===== src/rtl/brightness_boost_envelope_macros.svh =====
// ----------------------------------------------------------------------------
// Brightness boost envelope assertion macros
// Shared concurrent assertion forms for the envelope RTL.
// ----------------------------------------------------------------------------
`ifndef BRIGHTNESS_BOOST_ENVELOPE_MACROS_SVH
`define BRIGHTNESS_BOOST_ENVELOPE_MACROS_SVH

`ifndef SYNTHESIS

// Consequent must hold in the same cycle as the antecedent.
`define BBE_ASSERT_SAME(label, clk, rst_n, ante, cons) \
    label: assert property (@(posedge clk) disable iff (!(rst_n)) (ante) |-> (cons)) \
        else $error("envelope assertion failed");

// Consequent must hold in the cycle after the antecedent.
`define BBE_ASSERT_NEXT(label, clk, rst_n, ante, cons) \
    label: assert property (@(posedge clk) disable iff (!(rst_n)) (ante) |=> (cons)) \
        else $error("envelope assertion failed");

`else

`define BBE_ASSERT_SAME(label, clk, rst_n, ante, cons)
`define BBE_ASSERT_NEXT(label, clk, rst_n, ante, cons)

`endif

`endif


===== src/rtl/bbe_pkg.sv =====
// ----------------------------------------------------------------------------
// Brightness boost envelope package
// Widths, reset values, register indexes and payload types of the envelope.
// ----------------------------------------------------------------------------
`timescale 1ns / 1ps

package bbe_pkg;

    // Field widths.
    localparam int FACTOR_W = 16;   // unsigned Q8.8
    localparam int TIME_W   = 24;   // unsigned Q8.16 seconds
    localparam int DELTA_W  = 16;   // tick length, Q8.16 below one second
    localparam int CFG_IDX_W  = 3;
    localparam int CFG_DATA_W = 24;

    // Slew rates in factor units per second.
    localparam int RISE_RATE = 150;
    localparam int FALL_RATE = 15;

    // Register reset values.
    localparam logic [FACTOR_W-1:0] DEFAULT_FACTOR_RST = 16'd205;
    localparam logic [FACTOR_W-1:0] PEAK_FACTOR_RST    = 16'd1280;
    localparam logic [TIME_W-1:0]   BOOST_LENGTH_RST   = 24'd327680;
    localparam logic [TIME_W-1:0]   PEAK_LENGTH_RST    = 24'd6554;

    // Register indexes.
    localparam logic [CFG_IDX_W-1:0] CFG_DEFAULT_FACTOR = 3'd0;
    localparam logic [CFG_IDX_W-1:0] CFG_PEAK_FACTOR    = 3'd1;
    localparam logic [CFG_IDX_W-1:0] CFG_BOOST_LENGTH   = 3'd2;
    localparam logic [CFG_IDX_W-1:0] CFG_PEAK_LENGTH    = 3'd3;

    // Input item actions.
    localparam logic ACT_TICK  = 1'b0;
    localparam logic ACT_START = 1'b1;

    typedef struct packed {
        logic                action;
        logic [DELTA_W-1:0]  delta_time;
    } t_in_item;

    typedef struct packed {
        logic [FACTOR_W-1:0] gain_factor;
        logic                boost_active;
    } t_out_item;

    typedef struct packed {
        logic [FACTOR_W-1:0] default_factor;
        logic [FACTOR_W-1:0] peak_factor;
        logic [TIME_W-1:0]   boost_length;
        logic [TIME_W-1:0]   peak_length;
    } t_cfg;

endpackage


===== src/rtl/bbe_step.sv =====
// ----------------------------------------------------------------------------
// Brightness boost envelope update step
// Next countdown and gain factor for one item, computed in one pass.
// ----------------------------------------------------------------------------
`timescale 1ns / 1ps

module bbe_step (
    input  bbe_pkg::t_cfg                     i_cfg,
    input  bbe_pkg::t_in_item                 i_item,
    input  logic [bbe_pkg::TIME_W-1:0]        i_countdown,
    input  logic [bbe_pkg::FACTOR_W-1:0]      i_factor,
    output logic [bbe_pkg::TIME_W-1:0]        o_countdown,
    output logic [bbe_pkg::FACTOR_W-1:0]      o_factor
);
    import bbe_pkg::*;

    logic [TIME_W-1:0]   dt_ext;
    logic [TIME_W-1:0]   cd_sub;
    logic [TIME_W-1:0]   elapsed;
    logic                in_peak;
    logic [23:0]         rise_prod;
    logic [19:0]         fall_prod;
    logic [FACTOR_W-1:0] step;
    logic [FACTOR_W-1:0] target;
    logic [FACTOR_W:0]   up_sum;
    logic [FACTOR_W:0]   lim_sum;
    logic [FACTOR_W-1:0] slewed;

    assign dt_ext = TIME_W'(i_item.delta_time);
    assign cd_sub = i_countdown - dt_ext;

    // Elapsed boost time saturates at zero when the countdown exceeds the length.
    assign elapsed = (i_cfg.boost_length > cd_sub) ? (i_cfg.boost_length - cd_sub) : '0;
    assign in_peak = (elapsed < i_cfg.peak_length);

    // Slew steps: floor(rate * dt / 256) in Q8.8 units.
    assign rise_prod = 24'(i_item.delta_time) * 24'(RISE_RATE);
    assign fall_prod = 20'(i_item.delta_time) * 20'(FALL_RATE);

    assign step   = in_peak ? rise_prod[23:8] : {4'b0, fall_prod[19:8]};
    assign target = in_peak ? i_cfg.peak_factor : i_cfg.default_factor;

    // Move the factor toward the target by one step, stopping at the target.
    assign up_sum  = {1'b0, i_factor} + {1'b0, step};
    assign lim_sum = {1'b0, target} + {1'b0, step};

    always_comb begin
        if (i_factor < target) begin
            slewed = (up_sum > {1'b0, target}) ? target : up_sum[FACTOR_W-1:0];
        end else if (i_factor > target) begin
            slewed = ({1'b0, i_factor} < lim_sum) ? target : (i_factor - step);
        end else begin
            slewed = i_factor;
        end
    end

    // Start reloads, an ending tick restores the default, a running tick slews, and an idle tick holds.
    always_comb begin
        o_countdown = i_countdown;
        o_factor    = i_factor;
        if (i_item.action == ACT_START) begin
            o_countdown = i_cfg.boost_length;
        end else if (i_countdown != '0) begin
            if (dt_ext >= i_countdown) begin
                o_countdown = '0;
                o_factor    = i_cfg.default_factor;
            end else begin
                o_countdown = cd_sub;
                o_factor    = slewed;
            end
        end
    end

endmodule


===== src/rtl/brightness_boost_envelope.sv =====
// An item passes through the input register and then the update and result
// register before its result is offered. Throughput: one item per cycle while
// the result port is not stalled; the state update is a single pass.
// Reset (i_rst_n low, synchronous) empties both registers, loads the register
// reset values, clears the countdown and sets the gain to the default factor.
// ----------------------------------------------------------------------------
// Brightness boost envelope
// Timed boost envelope for a display gain factor with a configuration port.
// ----------------------------------------------------------------------------
`timescale 1ns / 1ps
`include "brightness_boost_envelope_macros.svh"

module brightness_boost_envelope (
    input  logic                               i_clk,
    input  logic                               i_rst_n,
    // Input items.
    input  logic                               i_in_valid,
    input  bbe_pkg::t_in_item                  i_in_item,
    output logic                               o_in_stall,
    // Result items.
    output logic                               o_out_valid,
    output bbe_pkg::t_out_item                 o_out_item,
    input  logic                               i_out_stall,
    // Configuration writes.
    input  logic                               i_cfg_valid,
    input  logic [bbe_pkg::CFG_IDX_W-1:0]      i_cfg_index,
    input  logic [bbe_pkg::CFG_DATA_W-1:0]     i_cfg_data,
    output logic                               o_cfg_ready
);
    import bbe_pkg::*;

    t_cfg                r_cfg;
    t_cfg                n_cfg;
    logic [TIME_W-1:0]   r_countdown;
    logic [TIME_W-1:0]   n_countdown;
    logic [FACTOR_W-1:0] r_factor_now;
    logic [FACTOR_W-1:0] n_factor_now;
    logic                r_in_valid;
    t_in_item            r_in_item;
    logic                r_out_valid;
    t_out_item           r_out_item;

    logic [TIME_W-1:0]   step_countdown;
    logic [FACTOR_W-1:0] step_factor;
    logic                out_free;
    logic                s1_move;
    logic                cfg_we;

    // Handshake: the result register frees when empty or taken.
    assign out_free   = !r_out_valid || !i_out_stall;
    assign s1_move    = r_in_valid && out_free;
    assign o_in_stall = r_in_valid && !out_free;

    assign o_out_valid = r_out_valid;
    assign o_out_item  = r_out_item;
    assign o_cfg_ready = 1'b1;
    assign cfg_we      = i_cfg_valid && o_cfg_ready;

    // Update logic for the item in the input register.
    bbe_step u_step (
        .i_cfg       (r_cfg),
        .i_item      (r_in_item),
        .i_countdown (r_countdown),
        .i_factor    (r_factor_now),
        .o_countdown (step_countdown),
        .o_factor    (step_factor)
    );

    // Register writes; a default written while idle also sets the gain.
    always_comb begin
        n_cfg        = r_cfg;
        n_countdown  = r_countdown;
        n_factor_now = r_factor_now;
        if (cfg_we) begin
            unique case (i_cfg_index)
                CFG_DEFAULT_FACTOR: begin
                    n_cfg.default_factor = i_cfg_data[FACTOR_W-1:0];
                    if (r_countdown == '0) begin
                        n_factor_now = i_cfg_data[FACTOR_W-1:0];
                    end
                end
                CFG_PEAK_FACTOR:  n_cfg.peak_factor  = i_cfg_data[FACTOR_W-1:0];
                CFG_BOOST_LENGTH: n_cfg.boost_length = i_cfg_data[TIME_W-1:0];
                CFG_PEAK_LENGTH:  n_cfg.peak_length  = i_cfg_data[TIME_W-1:0];
                default: begin
                end
            endcase
        end
        if (s1_move) begin
            n_countdown  = step_countdown;
            n_factor_now = step_factor;
        end
    end

    // Control and state registers.
    always_ff @(posedge i_clk) begin
        if (!i_rst_n) begin
            r_cfg.default_factor <= DEFAULT_FACTOR_RST;
            r_cfg.peak_factor    <= PEAK_FACTOR_RST;
            r_cfg.boost_length   <= BOOST_LENGTH_RST;
            r_cfg.peak_length    <= PEAK_LENGTH_RST;
            r_countdown          <= '0;
            r_factor_now         <= DEFAULT_FACTOR_RST;
            r_in_valid           <= 1'b0;
            r_out_valid          <= 1'b0;
        end else begin
            r_cfg        <= n_cfg;
            r_countdown  <= n_countdown;
            r_factor_now <= n_factor_now;
            if (!o_in_stall) begin
                r_in_valid <= i_in_valid;
            end
            if (s1_move) begin
                r_out_valid <= 1'b1;
            end else if (!i_out_stall) begin
                r_out_valid <= 1'b0;
            end
        end
    end

    // Payload registers.
    always_ff @(posedge i_clk) begin
        if (!o_in_stall) begin
            r_in_item <= i_in_item;
        end
        if (s1_move) begin
            r_out_item.gain_factor  <= step_factor;
            r_out_item.boost_active <= (step_countdown != '0);
        end
    end

    // The result register shows the state that its item left.
    `BBE_ASSERT_NEXT(a_out_gain, i_clk, i_rst_n, s1_move, r_out_item.gain_factor == r_factor_now)
    `BBE_ASSERT_NEXT(a_out_active, i_clk, i_rst_n, s1_move, r_out_item.boost_active == (r_countdown != '0))
    // A tick never raises the countdown.
    `BBE_ASSERT_NEXT(a_tick_down, i_clk, i_rst_n, s1_move && (r_in_item.action == ACT_TICK), r_countdown <= $past(r_countdown))
    // Stall is only raised with a held item that cannot move on.
    `BBE_ASSERT_SAME(a_stall_held, i_clk, i_rst_n, o_in_stall, r_in_valid && r_out_valid)

endmodule

===== config.mk =====
export PLATFORM = sky130hd
export DESIGN_NAME = brightness_boost_envelope
export DESIGN_NICKNAME = d
export VERILOG_FILES = /design/src/rtl/bbe_pkg.sv /design/src/rtl/bbe_step.sv /design/src/rtl/brightness_boost_envelope.sv
export VERILOG_INCLUDE_DIRS = /design/src /design/src/rtl
export SDC_FILE = /design/constraint.sdc
export NUM_CORES = 1
export LEC_CHECK = 0
export BUFFER_PORTS_ARGS = -buffer_cell sky130_fd_sc_hd__buf_2
export CAP_MARGIN = 0
export CORE_MARGIN = 3
export CORE_UTILIZATION = 36
export DETAILED_ROUTE_END_ITERATION = 8
export GPL_ROUTABILITY_DRIVEN = 1
export PLACE_DENSITY = 0.52
export RECOVER_POWER = 50
export SYNTH_ARGS = -nofsm -noshare
export SYNTH_HDL_FRONTEND = slang
export SYNTH_SLANG_ARGS = --single-unit

===== constraint.sdc =====
create_clock -name i_clk -period 11.75 [get_ports i_clk]
set_input_delay 1.175 -clock i_clk [delete_from_list [all_inputs] [get_ports i_clk]]
set_output_delay 1.175 -clock i_clk [all_outputs]
set_load 0.05 [all_outputs]

Word-level counts from Yosys, hierarchy flattened
Index checks and enable logic that the tools add are counted.

storage, ports and cells
  register bits after elaboration = 156
  bits of input ports = 49
  output and inout bits = 20
  word-level logic and storage cells = 67

cells by class
  add/subtract/negate cells = 5
  $mul = 2
  $lt $le $gt $ge = 7
  equality and inequality tests = 4
  muxes and demuxes = 19
  reductions and logical operators = 18

operators with widths
  kind                                                                   count
  16-bit 2-to-1 mux                                                      13
  24-bit 2-to-1 mux                                                      4
  24-bit nonzero test                                                    2
  16-bit by 16-bit adder with 17-bit output                              2
  16-bit by 24-bit >= comparator with 1-bit output                       1
  24-bit > comparator                                                    1
  24-bit logical NOT                                                     1
  24-bit less-than comparator                                            1
  24-bit by 16-bit subtractor with 24-bit output                         1
  24-bit subtractor                                                      1
  16-bit by 7-bit multiplier with 23-bit output (second input constant)  1
  16-bit by 4-bit multiplier with 20-bit output (second input constant)  1
  17-bit by 16-bit > comparator with 1-bit output                        1
  16-bit by 17-bit less-than comparator with 1-bit output                1
  16-bit > comparator                                                    1
  16-bit less-than comparator                                            1
  16-bit subtractor                                                      1
  2-bit AND reduction                                                    4
  3-bit by 2-bit == test with 1-bit output (second input constant)       2
  2-bit nonzero test                                                     3
  3-bit by 1-bit == test with 1-bit output (second input constant)       1
  1-bit logical NOT                                                      3
  3-bit logical NOT                                                      1
  3-bit AND reduction                                                    1
  4 further kinds                                                        6

Logic depth before layout (Yosys ltp)
Gate-level depths: netlist of run 1.

  word-level depth = 14
  depth in mapped cells = 55
  depth with buffers taken out = 52

Hierarchy
Synthesis of run 1 repeated with hierarchy kept, for this count alone.

unflattened totals
  cell total of the unflattened synthesis = 2,000
  area total of the unflattened synthesis = 16,283.1 sq um

modules (own cells, without submodules)
  module                     instances  cells an instance  area an instance (sq um)  sequential area each (sq um)
  bbe_step                   1          1,383              10,423.7                  0.0
  brightness_boost_envelope  1          617                5,859.4                   3,463.3

Worst setup path before layout of run 1
No wires, ideal clock.

  path kind = flip-flop to flip-flop
  start point = register r_in_item[0] (netlist bit)
  end point = register r_out_item (netlist bit o_out_item[7]) (data pin)
  setup time = 0.256 ns
  arrival = 10.592 ns
  required time = 11.494 ns
  setup slack = 0.902 ns
  stages on the path, launching flop included = 53
  path buffers = 5
  period minus slack after synthesis = 10.848 ns
  path through = edfxtp_1 -> ha_1 -> inv_1 -> fa_1 -> a211oi_1 -> o21ai_1 -> a2111oi_1 -> nor2_1 -> a211o_1 -> nor3_1 -> xnor2_1 -> ha_1 -> clkbuf_1 -> nand2_1 -> nor3_1 -> and2_1 -> nand2_1 -> o31ai_1 -> [... 17 more ...] -> o21ai_0 -> a31oi_1 -> a21oi_1 -> a21o_1 -> a21oi_1 -> xor2_1 -> ha_1 -> o2111ai_1 -> a21oi_1 -> o21ai_0 -> o21a_1 -> a311o_1 -> clkbuf_1 -> o21ai_0 -> a31oi_1 -> a211oi_1 -> nor3_1 -> o22a_1

on the way
  longest elaborated chain between the ends = 13
  elaborated cells between the ends (all ways) = 24
  classes of those cells = 5 x add/sub; 2 x mul; 7 x order compare; 10 x mux

ends and longest elaborated chain
  element                                                   RTL line                          source
  start: declaration                                        brightness_boost_envelope.sv:39   t_in_item r_in_item;
  start signal: assignment                                  brightness_boost_envelope.sv:124  r_in_item <= i_in_item;
  24-bit by 16-bit subtractor with 24-bit output            bbe_step.sv:30                    assign cd_sub = i_countdown - dt_ext;
  24-bit subtractor or 24-bit > comparator (tied branches)  bbe_step.sv:33                    assign elapsed = (i_cfg.boost_length > cd_sub) ? (i_cfg.boost_length - cd_sub) : '0;
  24-bit 2-to-1 mux                                         bbe_step.sv:33
  24-bit less-than comparator                               bbe_step.sv:34                    assign in_peak = (elapsed < i_cfg.peak_length);
  16-bit 2-to-1 mux (on tied branches)                      bbe_step.sv:41, bbe_step.sv:40
  16-bit by 16-bit adder with 17-bit output                 bbe_step.sv:45                    assign lim_sum = {1'b0, target} + {1'b0, step};
  16-bit by 17-bit less-than comparator with 1-bit output   bbe_step.sv:51                    slewed = ({1'b0, i_factor} < lim_sum) ? target : (i_factor - step);
  16-bit 2-to-1 mux                                         bbe_step.sv:51
  16-bit 2-to-1 mux                                         bbe_step.sv:50                    end else if (i_factor > target) begin
  16-bit 2-to-1 mux                                         bbe_step.sv:48                    if (i_factor < target) begin
  16-bit 2-to-1 mux *                                       bbe_step.sv:64                    if (dt_ext >= i_countdown) begin
  16-bit 2-to-1 mux *                                       bbe_step.sv:63                    end else if (i_countdown != '0) begin
  16-bit 2-to-1 mux *                                       bbe_step.sv:61                    if (i_item.action == ACT_START) begin
  named net step_factor[6]                                  brightness_boost_envelope.sv:44   logic [FACTOR_W-1:0] step_factor;
  end: declaration                                          brightness_boost_envelope.sv:41   t_out_item r_out_item;

The timed path passes the listed nets; every way through them passes the cells marked *.
A chain may end at the register's enable or synchronous reset.

Final worst setup path of run 1
  start point = register r_in_item[1] (netlist bit)
  end point = register r_out_item (netlist bit o_out_item[13]) (data pin)

The elaborated chain is that of the path after synthesis.

==> out/metrics.yaml, run 1 <==
outcome: "finished with violations"
violations: "capacitance limit, slew limit"
synth_warnings: 0
syn_nets: 2379
wl_microns: 55040
viasPerCell: 5.506
hold_viol: 0
place_ws_ns: 0.2993
worst_slack_ns: 0.8583
hold_slack_ns: 0.4709
ys_ff_latch: 156
cp-start-kind: "register"
worst-path-max-fanout: 12
slew_headroom_pct: -13.81
cp-startpoint: "r_in_item[1]$_DFFE_PN_"
yosys_most_used_dff: "dfxtp_1"
cts.sinks: 156
holdBufCountCts: 0
initial_core_util_pct: 36.78
end_kind: "register"
dieArea_sq_mm: 0.04827
path_buf_inv: 4
clkTransAtPathRegs_ns: 0.07
reg2reg_from: "r_in_item[1]$_DFFE_PN_"
hp-start: "r_cfg[17]$_SDFFE_PN0P_"
cp_slowest_cell: "o31ai_1"
drt_iter0_drc: 882
rows: 77
wl_met1_microns: 24850
hold_class: "register to register"
drt.antenna.violating_nets: 0
period_needed_ns: 10.89
fp.dieW_microns: 219.7
avgSynthCellArea_sq_um: 8.080
synth_seq_area_share_pct: 21.06
grt_max_degree: 90
tightest_slew_ns: 1.707
p_per_area_mw_per_mm2: 304.7
vias: 14970
clk_latency_ns: 0.49
max-vdd-ir-drop_mv: 0.1858
fmax_mhz: 91.81
core_sq_mm: 0.04470
cp_common_cell: "a21oi_1"
synth_top_cell_by_area: "ha_1"
wl_met2_microns: 25910
yosysUniqueCellTypes: 92
skew_ns: 0.01920
nNetsFinal: 2457
io_pins: 69
ctsLongestPathBuffers: 2
cts_tree: "yes"
post-dp-hpwl_microns: 44490
route.detailed.drc: 0
leakagePower_nw: 8.193
overflow: 0
finalSetupViolCount: 0
wl_met3_microns: 2438
drive_gt1_share_pct: 9.643
drtPass1Iterations: 5
syn_area_sq_mm: 0.01644
place_congestion: 0.9252
crit_family: "compound AO/OA/AOI/OAI gates"
highest_layer: "met4"
h-tree-depth: 4
worstPathArrival_ns: 11.18
syn-instance-count: 2035
maxCapViolCount: 2
crit_required_ns: 12.04
wl_per_cell_microns: 20.24
worst-setup-path-type: "register to register"
synth_edf_count: 34
port-buffer-count: 67
antenna_found_initial: 1
final_core_util_pct: 41.18
cts_made_buffers: 17
synth_top_area_share_pct: 18.26
period_share_pct: 92.70
area_growth_pct: 11.96
drv_slew: 58
root_buffer: "clkbuf_16"
async_flop_share_pct: 0
max_stage_delay_ns: 0.40
grt_pass1_vias: 14630
grt_pass1_wl_microns: 84530
die_h_microns: 219.7
yosys-top-cells-area: "ha_1 18%, dfxtp_1 15%, fa_1 6.7%, edfxtp_1 6.2%, nand2_1 6.2%"
track_usage_pct: 23.04
flip-flops by register name, summed over array words and instances (netlist names):
signal,count
r_cfg,80
r_countdown,24
o_out_item,17
r_in_item,17
r_factor_now,16
o_out_valid,1
r_in_valid,1
path summary, 6_finish.rpt:
| check | endpoint | slack [ns] | cells past startpoint |
|---|---|---|---|
| setup reg to reg | o_out_item[13]$_DFFE_PP_ | 0.86 | 50 |
| setup / recovery | o_out_item[13]$_DFFE_PP_ | 0.86 | 50 |
| hold reg to reg | r_cfg[17]$_SDFFE_PN0P_ | 0.47 | 2 |
| hold / removal | r_cfg[17]$_SDFFE_PN0P_ | 0.47 | 2 |
Yosys cell counts, types with 12 or more instances:
master and n:
xnor2_1 57, nor2b_1 18, o21ai_0 83, and2_1 14, nor4_1 16, or3_1 15, ha_1 240, nor3_1 45
clkbuf_1 65, fa_1 55, nand4_1 14, nand3_1 48, inv_1 185, a21o_1 34, a221oi_1 14, and3_1 12
xor2_1 38, nand2b_1 19, nor2_1 150, o211a_1 15, a211oi_1 17, edfxtp_1 34, a21oi_1 127, o21a_1 34
dfxtp_1 122, o211ai_1 27, a21boi_0 72, nand2_1 270, mux2i_1 15
cell type report:
| type | count | area, sq um |
|---|---|---|
| inverters | 186 | 698.2 |
| repair buffers | 138 | 838.3 |
| well taps | 592 | 740.7 |
| multi-input cells | 1614 | 12080 |
| flip-flops and latches | 156 | 3463 |
| fillers | 4634 | 26300 |
| diodes | 1 | 2.502 |
| clock buffers | 18 | 439.2 |
| clock inverters | 14 | 142.6 |
placed cells by master, fill, tap and decap left out, types with 6 or more instances in the layout:
| cell | synthesis | routed |
|---|---|---|
| nand2_1 | 270 | 270 |
| ha_1 | 240 | 239 |
| inv_1 | 185 | 185 |
| nor2_1 | 150 | 148 |
| a21oi_1 | 127 | 127 |
| dfxtp_1 | 122 | 122 |
| o21ai_0 | 83 | 82 |
| a21boi_0 | 72 | 70 |
| buf_4 | 3 | 69 |
| xnor2_1 | 57 | 57 |
| fa_1 | 55 | 55 |
| buf_2 | 8 | 49 |
| nand3_1 | 48 | 48 |
| nor3_1 | 45 | 41 |
| xor2_1 | 38 | 37 |
| o21a_1 | 34 | 34 |
| a21o_1 | 34 | 34 |
| edfxtp_1 | 34 | 34 |
| o211ai_1 | 27 | 27 |
| clkbuf_1 | 65 | 20 |
| nand2b_1 | 19 | 19 |
| nor2b_1 | 18 | 18 |
| clkbuf_16 | 0 | 17 |
| or3_1 | 15 | 15 |
| nor4_1 | 16 | 15 |
| a211oi_1 | 17 | 15 |
| mux2i_1 | 15 | 15 |
| o211a_1 | 15 | 15 |
| nand4_1 | 14 | 14 |
| a221oi_1 | 14 | 14 |
| and2_1 | 14 | 13 |
| and3_1 | 12 | 12 |
| nor3b_1 | 11 | 11 |
| a31oi_1 | 11 | 10 |
| o221ai_1 | 10 | 10 |
| mux2_2 | 8 | 8 |
| o21bai_1 | 7 | 7 |
| o21ai_1 | 6 | 6 |
kinds of logic after synthesis:
kind of cell,count (synthesis),synth area share [%]
compound gates,541,22.74
buf+inv,265,6.270
fa+ha+maj,295,24.96
simple gates,659,18.42
xor+xnor,95,5.061
mux,23,1.461
other cells,1,0.02281
flops,156,21.06
through the flow:
| stage | cells | total power [mW] | instance area (sq um) | TNS (ns) |
|---|---|---|---|---|
| floorplan | 2035 | 3.619 | 16440 | 0 |
| global placement | 2685 | 4.979 | 17720 | 0 |
| detailed placement | 2685 | 4.939 | 17720 | 0 |
| CTS | 2717 | 5.538 | 18310 | 0 |
| global route | 2718 | 6.112 | 18410 | -0.01860 |
| finish | 2719 | 5.608 | 18410 | 0 |
per-layer routing:
layer  global-route usage [%]  up-vias
li1                         -     7361
met1                    29.50     7190
met2                    38.62      348
met3                    4.454       73
met4                    8.328        0
met5                        0        -
repair_timing:
action / 4_1_cts / 5_1_grt
resized for setup: 0 / 27
buffers inserted: 0 / 1
endpoints found under the setup margin: 0 / 32
worst min-delay path, delay by kind of cell (launching register included):
| kind | cells | cell delay (ns) |
|---|---|---|
| and+or+nand+nor | 1 | 0.05 |
| DFF | 1 | 0.31 |
| AOI/OAI and AO/OA | 1 | 0.06 |
where the power goes:
group,internal (mW),switching (mW)
registers,0.596,0.0394
clock network,0.287,0.271
logic,1.75,2.66
Power figures use the tool's default switching activity.
==> run 2, diff against run 1 <==
--- a/config.mk
+++ b/config.mk
@@ -8,11 +8,13 @@
 export LEC_CHECK = 0
 export BUFFER_PORTS_ARGS = -buffer_cell sky130_fd_sc_hd__buf_2
 export CAP_MARGIN = 0
+export CELL_PAD_IN_SITES_DETAIL_PLACEMENT = 0
+export CELL_PAD_IN_SITES_GLOBAL_PLACEMENT = 2
 export CORE_MARGIN = 3
-export CORE_UTILIZATION = 36
+export CORE_UTILIZATION = 39
 export DETAILED_ROUTE_END_ITERATION = 8
 export GPL_ROUTABILITY_DRIVEN = 1
-export PLACE_DENSITY = 0.52
+export PLACE_DENSITY = 0.83
 export RECOVER_POWER = 50
 export SYNTH_ARGS = -nofsm -noshare
 export SYNTH_HDL_FRONTEND = slang
==> run 2 against run 1 <==
Compared with the run above:
- the run still ends with capacitance limit, slew limit left
- sequential power increased by 0.6%
- maximum frequency decreased by 1.2%
- cell count decreased by 2.8%
- core utilization increased by 3.0 points
- clock skew increased by 0.0023 ns
- flip-flop and latch count unchanged
- sequential share of layout area increased by 0.19 points
- register-to-register slack got worse by 0.13 ns
- wire length increased by 0.48%
- die area decreased by 7.5%
- critical path type unchanged
==> out/metrics.yaml, run 2 (synthesis gave the netlist of run 1 again) <==
outcome: "finished with violations"
violations: "capacitance limit, slew limit"
clk_latency_ns: 0.48  # about the same
antenna_found_initial: 0  # -1
crit_family: "compound AO/OA/AOI/OAI gates"
maxCapViolCount: 2  # unchanged
cts_setup_buffers: 0  # unchanged
drv_slew: 123  # +110%
antennaDiodeCount: 0  # -1
skew_ns: 0.02150  # +0.002299 ns
root_buffer: "clkbuf_16"
worst_slack_ns: 0.7272  # -0.1311 ns
vias: 14970  # -0.040%
cp-start-kind: "register"
worst-path-max-fanout: 20  # +8
largest_reg_flops: 80  # unchanged
core_sq_mm: 0.04120  # -7.8%
worst-setup-path-type: "register to register"
path_buf_inv: 5  # +1
wl_per_cell_microns: 20.93  # +3.4%
viasPerCell: 5.665  # +2.9%
area_growth_pct: 10.82
drtPass1Iterations: 5  # unchanged
drive_gt1_share_pct: 8.863  # -0.78 points
fmax_mhz: 90.72  # -1.2%
cts_tree: "yes"
wl_microns: 55300  # +0.48%
drt.antenna.violating_nets: 0  # unchanged
port-buffer-count: 67  # unchanged
tns_ns: 0  # unchanged
period_needed_ns: 11.02  # +0.1311 ns
hold_class: "register to register"
crit_required_ns: 11.95  # -0.09 ns
cts_made_buffers: 17  # unchanged
final_cell_mix: "270 x nand2_1, 239 x ha_1, 185 x inv_1"
final_common_cell: "nand2_1"
max_flop_register: "r_cfg"
io_pins: 69  # unchanged
route.detailed.drc: 0  # unchanged
post-dp-hpwl_microns: 44150  # -0.78%
final_core_util_pct: 44.22  # +3.0 points
initial_core_util_pct: 39.91  # +3.1 points
drt_iter0_drc: 1060  # +20%
ctsLongestPathBuffers: 2  # unchanged
hold_viol: 0  # unchanged
track_usage_pct: 24.73  # +1.7 points
grt_pass1_vias: 14460  # -1.1%
h-tree-depth: 4  # unchanged
grt_max_degree: 90  # unchanged
grt_pass1_wl_microns: 84440  # -0.11%
max_stage_delay_ns: 0.44  # +0.04 ns
top_regs: "r_cfg x80, r_countdown x24"
leakagePower_nw: 8.142  # -0.62%
overflow: 0  # unchanged
die_h_microns: 211.3  # -3.8%
fp.dieW_microns: 211.3  # -3.8%
nNetsFinal: 2441  # -0.65%
rows: 74  # -3.9%
end_kind: "register"
slew_headroom_pct: -159.3  # -150 points
place_ws_ns: -0.01087  # -0.3102 ns
period_share_pct: 93.81  # +1.1 points
p_per_area_mw_per_mm2: 301.9  # -0.91%
max-vdd-ir-drop_mv: 0.2394  # +29%
place_congestion: 0.9639  # +4.2%
cp_slowest_cell: "o41ai_4"
cts.sinks: 156  # unchanged
worstPathArrival_ns: 11.23  # +0.05 ns
dieArea_sq_mm: 0.04466  # -7.5%
clkTransAtPathRegs_ns: 0.07  # about the same
finalSetupViolCount: 0  # unchanged
tightest_slew_ns: 3.889  # +2.182 ns
## run 2: cell types whose count changed in the layout (fill, tap and decap cells not counted), moves of 3 or more
cell	previous run	this run
clkbuf_1	20	17
buf_2	49	53
buf_4	69	51
clkinv_2	0	3
## run 2: worst register-to-register path: cells and delay by family (launching register included)
family / cells / cell delay (ns)
xor+xnor: 3 / 0.69
flops: 1 / 0.41
simple gates: 14 / 1.85
compound gates: 23 / 5.20
fa+ha+maj: 6 / 1.86
buf+inv: 5 / 0.75
## run 2: path summary, 6_finish.rpt
| check | start | endpoint | slack, ns | depth (start not counted) |
|---|---|---|---|---|
| setup / recovery | r_in_item[1]$_DFFE_PN_ | o_out_item[2]$_DFFE_PP_ | 0.73 | 51 |
| setup reg to reg | r_in_item[1]$_DFFE_PN_ | o_out_item[2]$_DFFE_PP_ | 0.73 | 51 |
| hold / removal | r_cfg[18]$_SDFFE_PN0P_ | r_cfg[18]$_SDFFE_PN0P_ | 0.47 | 2 |
| hold reg to reg | r_cfg[18]$_SDFFE_PN0P_ | r_cfg[18]$_SDFFE_PN0P_ | 0.47 | 2 |
## run 2: stage by stage
stage / hold slack [ns] / instances / power [mW] / area, sq um
after floorplan: 0.4368 / 2035 / 3.619 / 16440
after global placement: 0.4503 / 2610 / 4.810 / 17550
after detailed placement: 0.4594 / 2610 / 4.820 / 17550
after CTS: 0.4689 / 2642 / 5.461 / 18160
after global routing: 0.4937 / 2642 / 5.975 / 18220
final: 0.4682 / 2642 / 5.501 / 18220
## run 2: layout make-up
cell class	count	area, sq um
Fill cell	4172	22980
Multi-Input combinational cell	1614	12050
Sequential cell	156	3463
Timing Repair Buffer	122	739.5
Inverter	186	698.2
Tap cell	532	665.6
Clock buffer	19	454.2
Clock inverter	13	152.6
## run 2: power breakdown
group | total, mW | switching [mW] | internal [mW]
logic | 4.26 | 2.60 | 1.66
registers | 0.640 | 0.0433 | 0.597
clock network | 0.599 | 0.268 | 0.331
## run 2: timing repair
action	4_1_cts	5_1_grt
hold buffers	0	0
pin swaps	0	3
gates resized for setup	1	19
endpoints found under the setup margin	3	32
## run 2: metal layers
| layer | GRT usage (%) | part of all wire [%] | routed length [microns] |
|---|---|---|---|
| met2 | 41.42 | 47 | 26170 |
| met3 | 3.838 | 4.0 | 2203 |
| met5 | 0 | 0 | 0 |
| met4 | 7.367 | 2.7 | 1489 |
| met1 | 33.08 | 46 | 25440 |
==> run 3, diff against run 2 <==
--- a/config.mk
+++ b/config.mk
@@ -10,7 +10,6 @@
 export CAP_MARGIN = 0
 export CELL_PAD_IN_SITES_DETAIL_PLACEMENT = 0
 export CELL_PAD_IN_SITES_GLOBAL_PLACEMENT = 2
-export CORE_MARGIN = 3
 export CORE_UTILIZATION = 39
 export DETAILED_ROUTE_END_ITERATION = 8
 export GPL_ROUTABILITY_DRIVEN = 1
==> constraint.sdc (replaced) <==
create_clock -name i_clk -period 11.75 [get_ports i_clk]
set_input_delay 0.5875 -clock i_clk [delete_from_list [all_inputs] [get_ports i_clk]]
set_output_delay 0.5875 -clock i_clk [all_outputs]
set_load 0.05 [all_outputs]
==> run 3 against run 2 <==
Compared with the run above:
- the flow still finishes with violations (capacitance limit, slew limit)
- sequential share of layout area about the same
- total power is 0.16% lower
- non-clock buffer count rose by 4
- global-route usage rose by 0.31 points
- register-to-register slack got worse by 0.02 ns
- sequential power hardly changed
- critical path type unchanged
- die area down 3.7%
- clock power decreased by 5.2%
- combinational power is essentially flat
- highest routed layer unchanged
==> out/metrics.yaml, run 3 (synthesis gave the netlist of run 1 again) <==
cts.sinks: 156  # unchanged
leakagePower_nw: 8.132  # -0.13%
wl_met3_microns: 2669  # +21%
top_regs: "r_cfg x80, r_countdown x24"
port-buffer-count: 67  # unchanged
vias: 14980  # +0.12%
grt_max_degree: 65  # -28%
io_pins: 69  # unchanged
viasPerCell: 5.663  # about the same
fin_area_sq_mm: 0.01824  # about the same
dieArea_sq_mm: 0.04298  # -3.7%
finalSetupViolCount: 0  # unchanged
track_usage_pct: 25.04  # +0.31 points
worstPathArrival_ns: 11.28  # +0.05 ns
placed_area_sq_mm: 0.01755  # about the same
rows: 74  # unchanged
grt_pass1_vias: 14390  # -0.53%
core_sq_mm: 0.04120  # unchanged
final_cells: 2646  # +0.15%
root_buffer: "clkbuf_16"
antenna_found_initial: 0  # unchanged
end_kind: "register"
period_needed_ns: 11.04  # +0.02007 ns
wl_met1_microns: 24110  # -5.2%
cp_slowest_cell: "xnor2_1"
highest_layer: "met4"
antennaDiodeCount: 0  # unchanged
hold_viol: 0  # unchanged
max-vdd-ir-drop_mv: 0.2350  # -1.8%
min_path_cells: 1  # -1
initial_core_util_pct: 39.91  # unchanged
slew_headroom_pct: -60.44  # +99 points
worst-setup-path-type: "register to register"
dp_cells: 2612  # +0.077%
skew_ns: 0.02135  # -0.0001539 ns
max_stage_delay_ns: 0.46  # +0.02 ns
final_cell_mix: "270 x nand2_1, 240 x ha_1, 184 x inv_1"
wl_per_cell_microns: 20.33  # -2.9%
drt_iter0_drc: 999  # -5.8%
die_h_microns: 207.3  # -1.9%
violations: "capacitance limit, slew limit"
largest_reg_flops: 80  # unchanged
grt_pass1_wl_microns: 82920  # -1.8%
wl_met2_microns: 25550  # -2.4%
period_share_pct: 93.98  # +0.17 points
outcome: "finished with violations"
fp.dieW_microns: 207.3  # -1.9%
cp-start-kind: "register"
drive_gt1_share_pct: 9.082  # +0.22 points
max_flop_register: "r_cfg"
ctsLongestPathBuffers: 2  # unchanged
tightest_slew_ns: 2.407  # -1.483 ns
drv_slew: 61  # -50%
worst-path-max-fanout: 11  # -45%
clk_latency_ns: 0.49  # about the same
crit_required_ns: 11.99  # +0.04 ns
wl_microns: 53800  # -2.7%
cts_tree: "yes"
cp_common_cell: "a21oi_1"
reg2reg_depth: 51  # unchanged
post-dp-hpwl_microns: 42890  # -2.9%
cts_made_buffers: 17  # unchanged
drt.antenna.violating_nets: 0  # unchanged
place_congestion: 0.9335  # -3.2%
area_growth_pct: 10.92  # about the same
nNetsFinal: 2445  # +0.16%
route.detailed.drc: 0  # unchanged
hold_slack_ns: 0.2763  # -0.1919 ns
overflow: 0  # unchanged
final_common_cell: "nand2_1"
p_per_area_mw_per_mm2: 301.2  # -0.25%
h-tree-depth: 4  # unchanged
clkTransAtPathRegs_ns: 0.09  # +0.02 ns
hold_class: "input port to register"
drtPass1Iterations: 5  # unchanged
maxCapViolCount: 1  # -1
fmax_mhz: 90.56  # -0.18%
==> run 3: cell types whose count changed in the layout (fill, tap and decap cells not counted), moves of 2 or more <==
| cell | previous run | this run |
|---|---|---|
| buf_2 | 53 | 50 |
| nor4_1 | 16 | 14 |
| clkinv_8 | 0 | 2 |
| clkinv_1 | 0 | 2 |
| xnor2_1 | 55 | 57 |
| nor4_2 | 2 | 4 |
| clkinv_2 | 3 | 0 |
| inv_6 | 3 | 6 |
| buf_4 | 51 | 59 |
| xnor2_2 | 2 | 0 |
| inv_8 | 3 | 1 |
==> run 3: critical path: cells and delay by family (launching register included) <==
| kind | cells | cell delay [ns] |
|---|---|---|
| AOI/OAI and AO/OA | 27 | 5.68 |
| and+or+nand+nor | 11 | 1.60 |
| adders and majority gates | 5 | 1.54 |
| xor gates and xnor gates | 3 | 0.72 |
| buffers and inverters | 4 | 0.61 |
| DFF | 1 | 0.40 |
| muxes | 1 | 0.25 |
==> run 3: what timing repair did <==
action                                  4_1_cts  5_1_grt
gates resized for setup                       0       24
hold buffers                                  0        0
buffers inserted                              0        2
endpoints found under the setup margin        0       32
==> run 3: path summary, 6_finish.rpt <==
| kind | from | slack, ns | to |
|---|---|---|---|
| min reg2reg | r_cfg[2]$_SDFFE_PN0P_ | 0.47 | r_cfg[2]$_SDFFE_PN0P_ |
| max reg2reg | r_in_item[1]$_DFFE_PN_ | 0.71 | o_out_item[7]$_DFFE_PP_ |
| max | r_in_item[1]$_DFFE_PN_ | 0.71 | o_out_item[7]$_DFFE_PP_ |
| min | i_in_item[14] | 0.28 | r_in_item[14]$_DFFE_PN_ |
==> run 3: metal layers <==
layer | up-vias | global-route usage [%]
met5 | - | 0
met4 | 0 | 8.518
met3 | 81 | 4.463
met2 | 412 | 41.95
met1 | 7161 | 32.30
li1 | 7330 | -
==> run 3: report_power, final <==
part / switching (mW) / leakage [nW] / internal [mW] / total (mW)
Clock: 0.269 / 0.282 / 0.299 / 0.568
Sequential: 0.0412 / 1.33 / 0.597 / 0.638
Combinational: 2.61 / 6.52 / 1.68 / 4.29
==> run 3: final cells by class <==
cell class	count	area [sq um]
Tap cell	532	665.6
Fill cell	4182	22960
Clock buffer	17	425.4
Clock inverter	15	158.9
Multi-Input combinational cell	1614	12070
Sequential cell	156	3463
Timing Repair Buffer	126	757.0
Inverter	186	698.2
==> run 3: metrics by stage <==
step | power [mW] | utilization, % | worst slack [ns] | setup TNS, ns
2_1_floorplan | 3.619 | - | 0.9020 | 0
3_3_place_gp | 4.793 | 42.60 | 0.3531 | 0
3_5_place_dp | 4.794 | 42.60 | 0.1688 | 0
4_1_cts | 5.407 | 44.01 | 0.06246 | 0
5_1_grt | 5.996 | 44.26 | -0.01283 | -0.02552
6_report | 5.492 | 44.26 | 0.7071 | 0
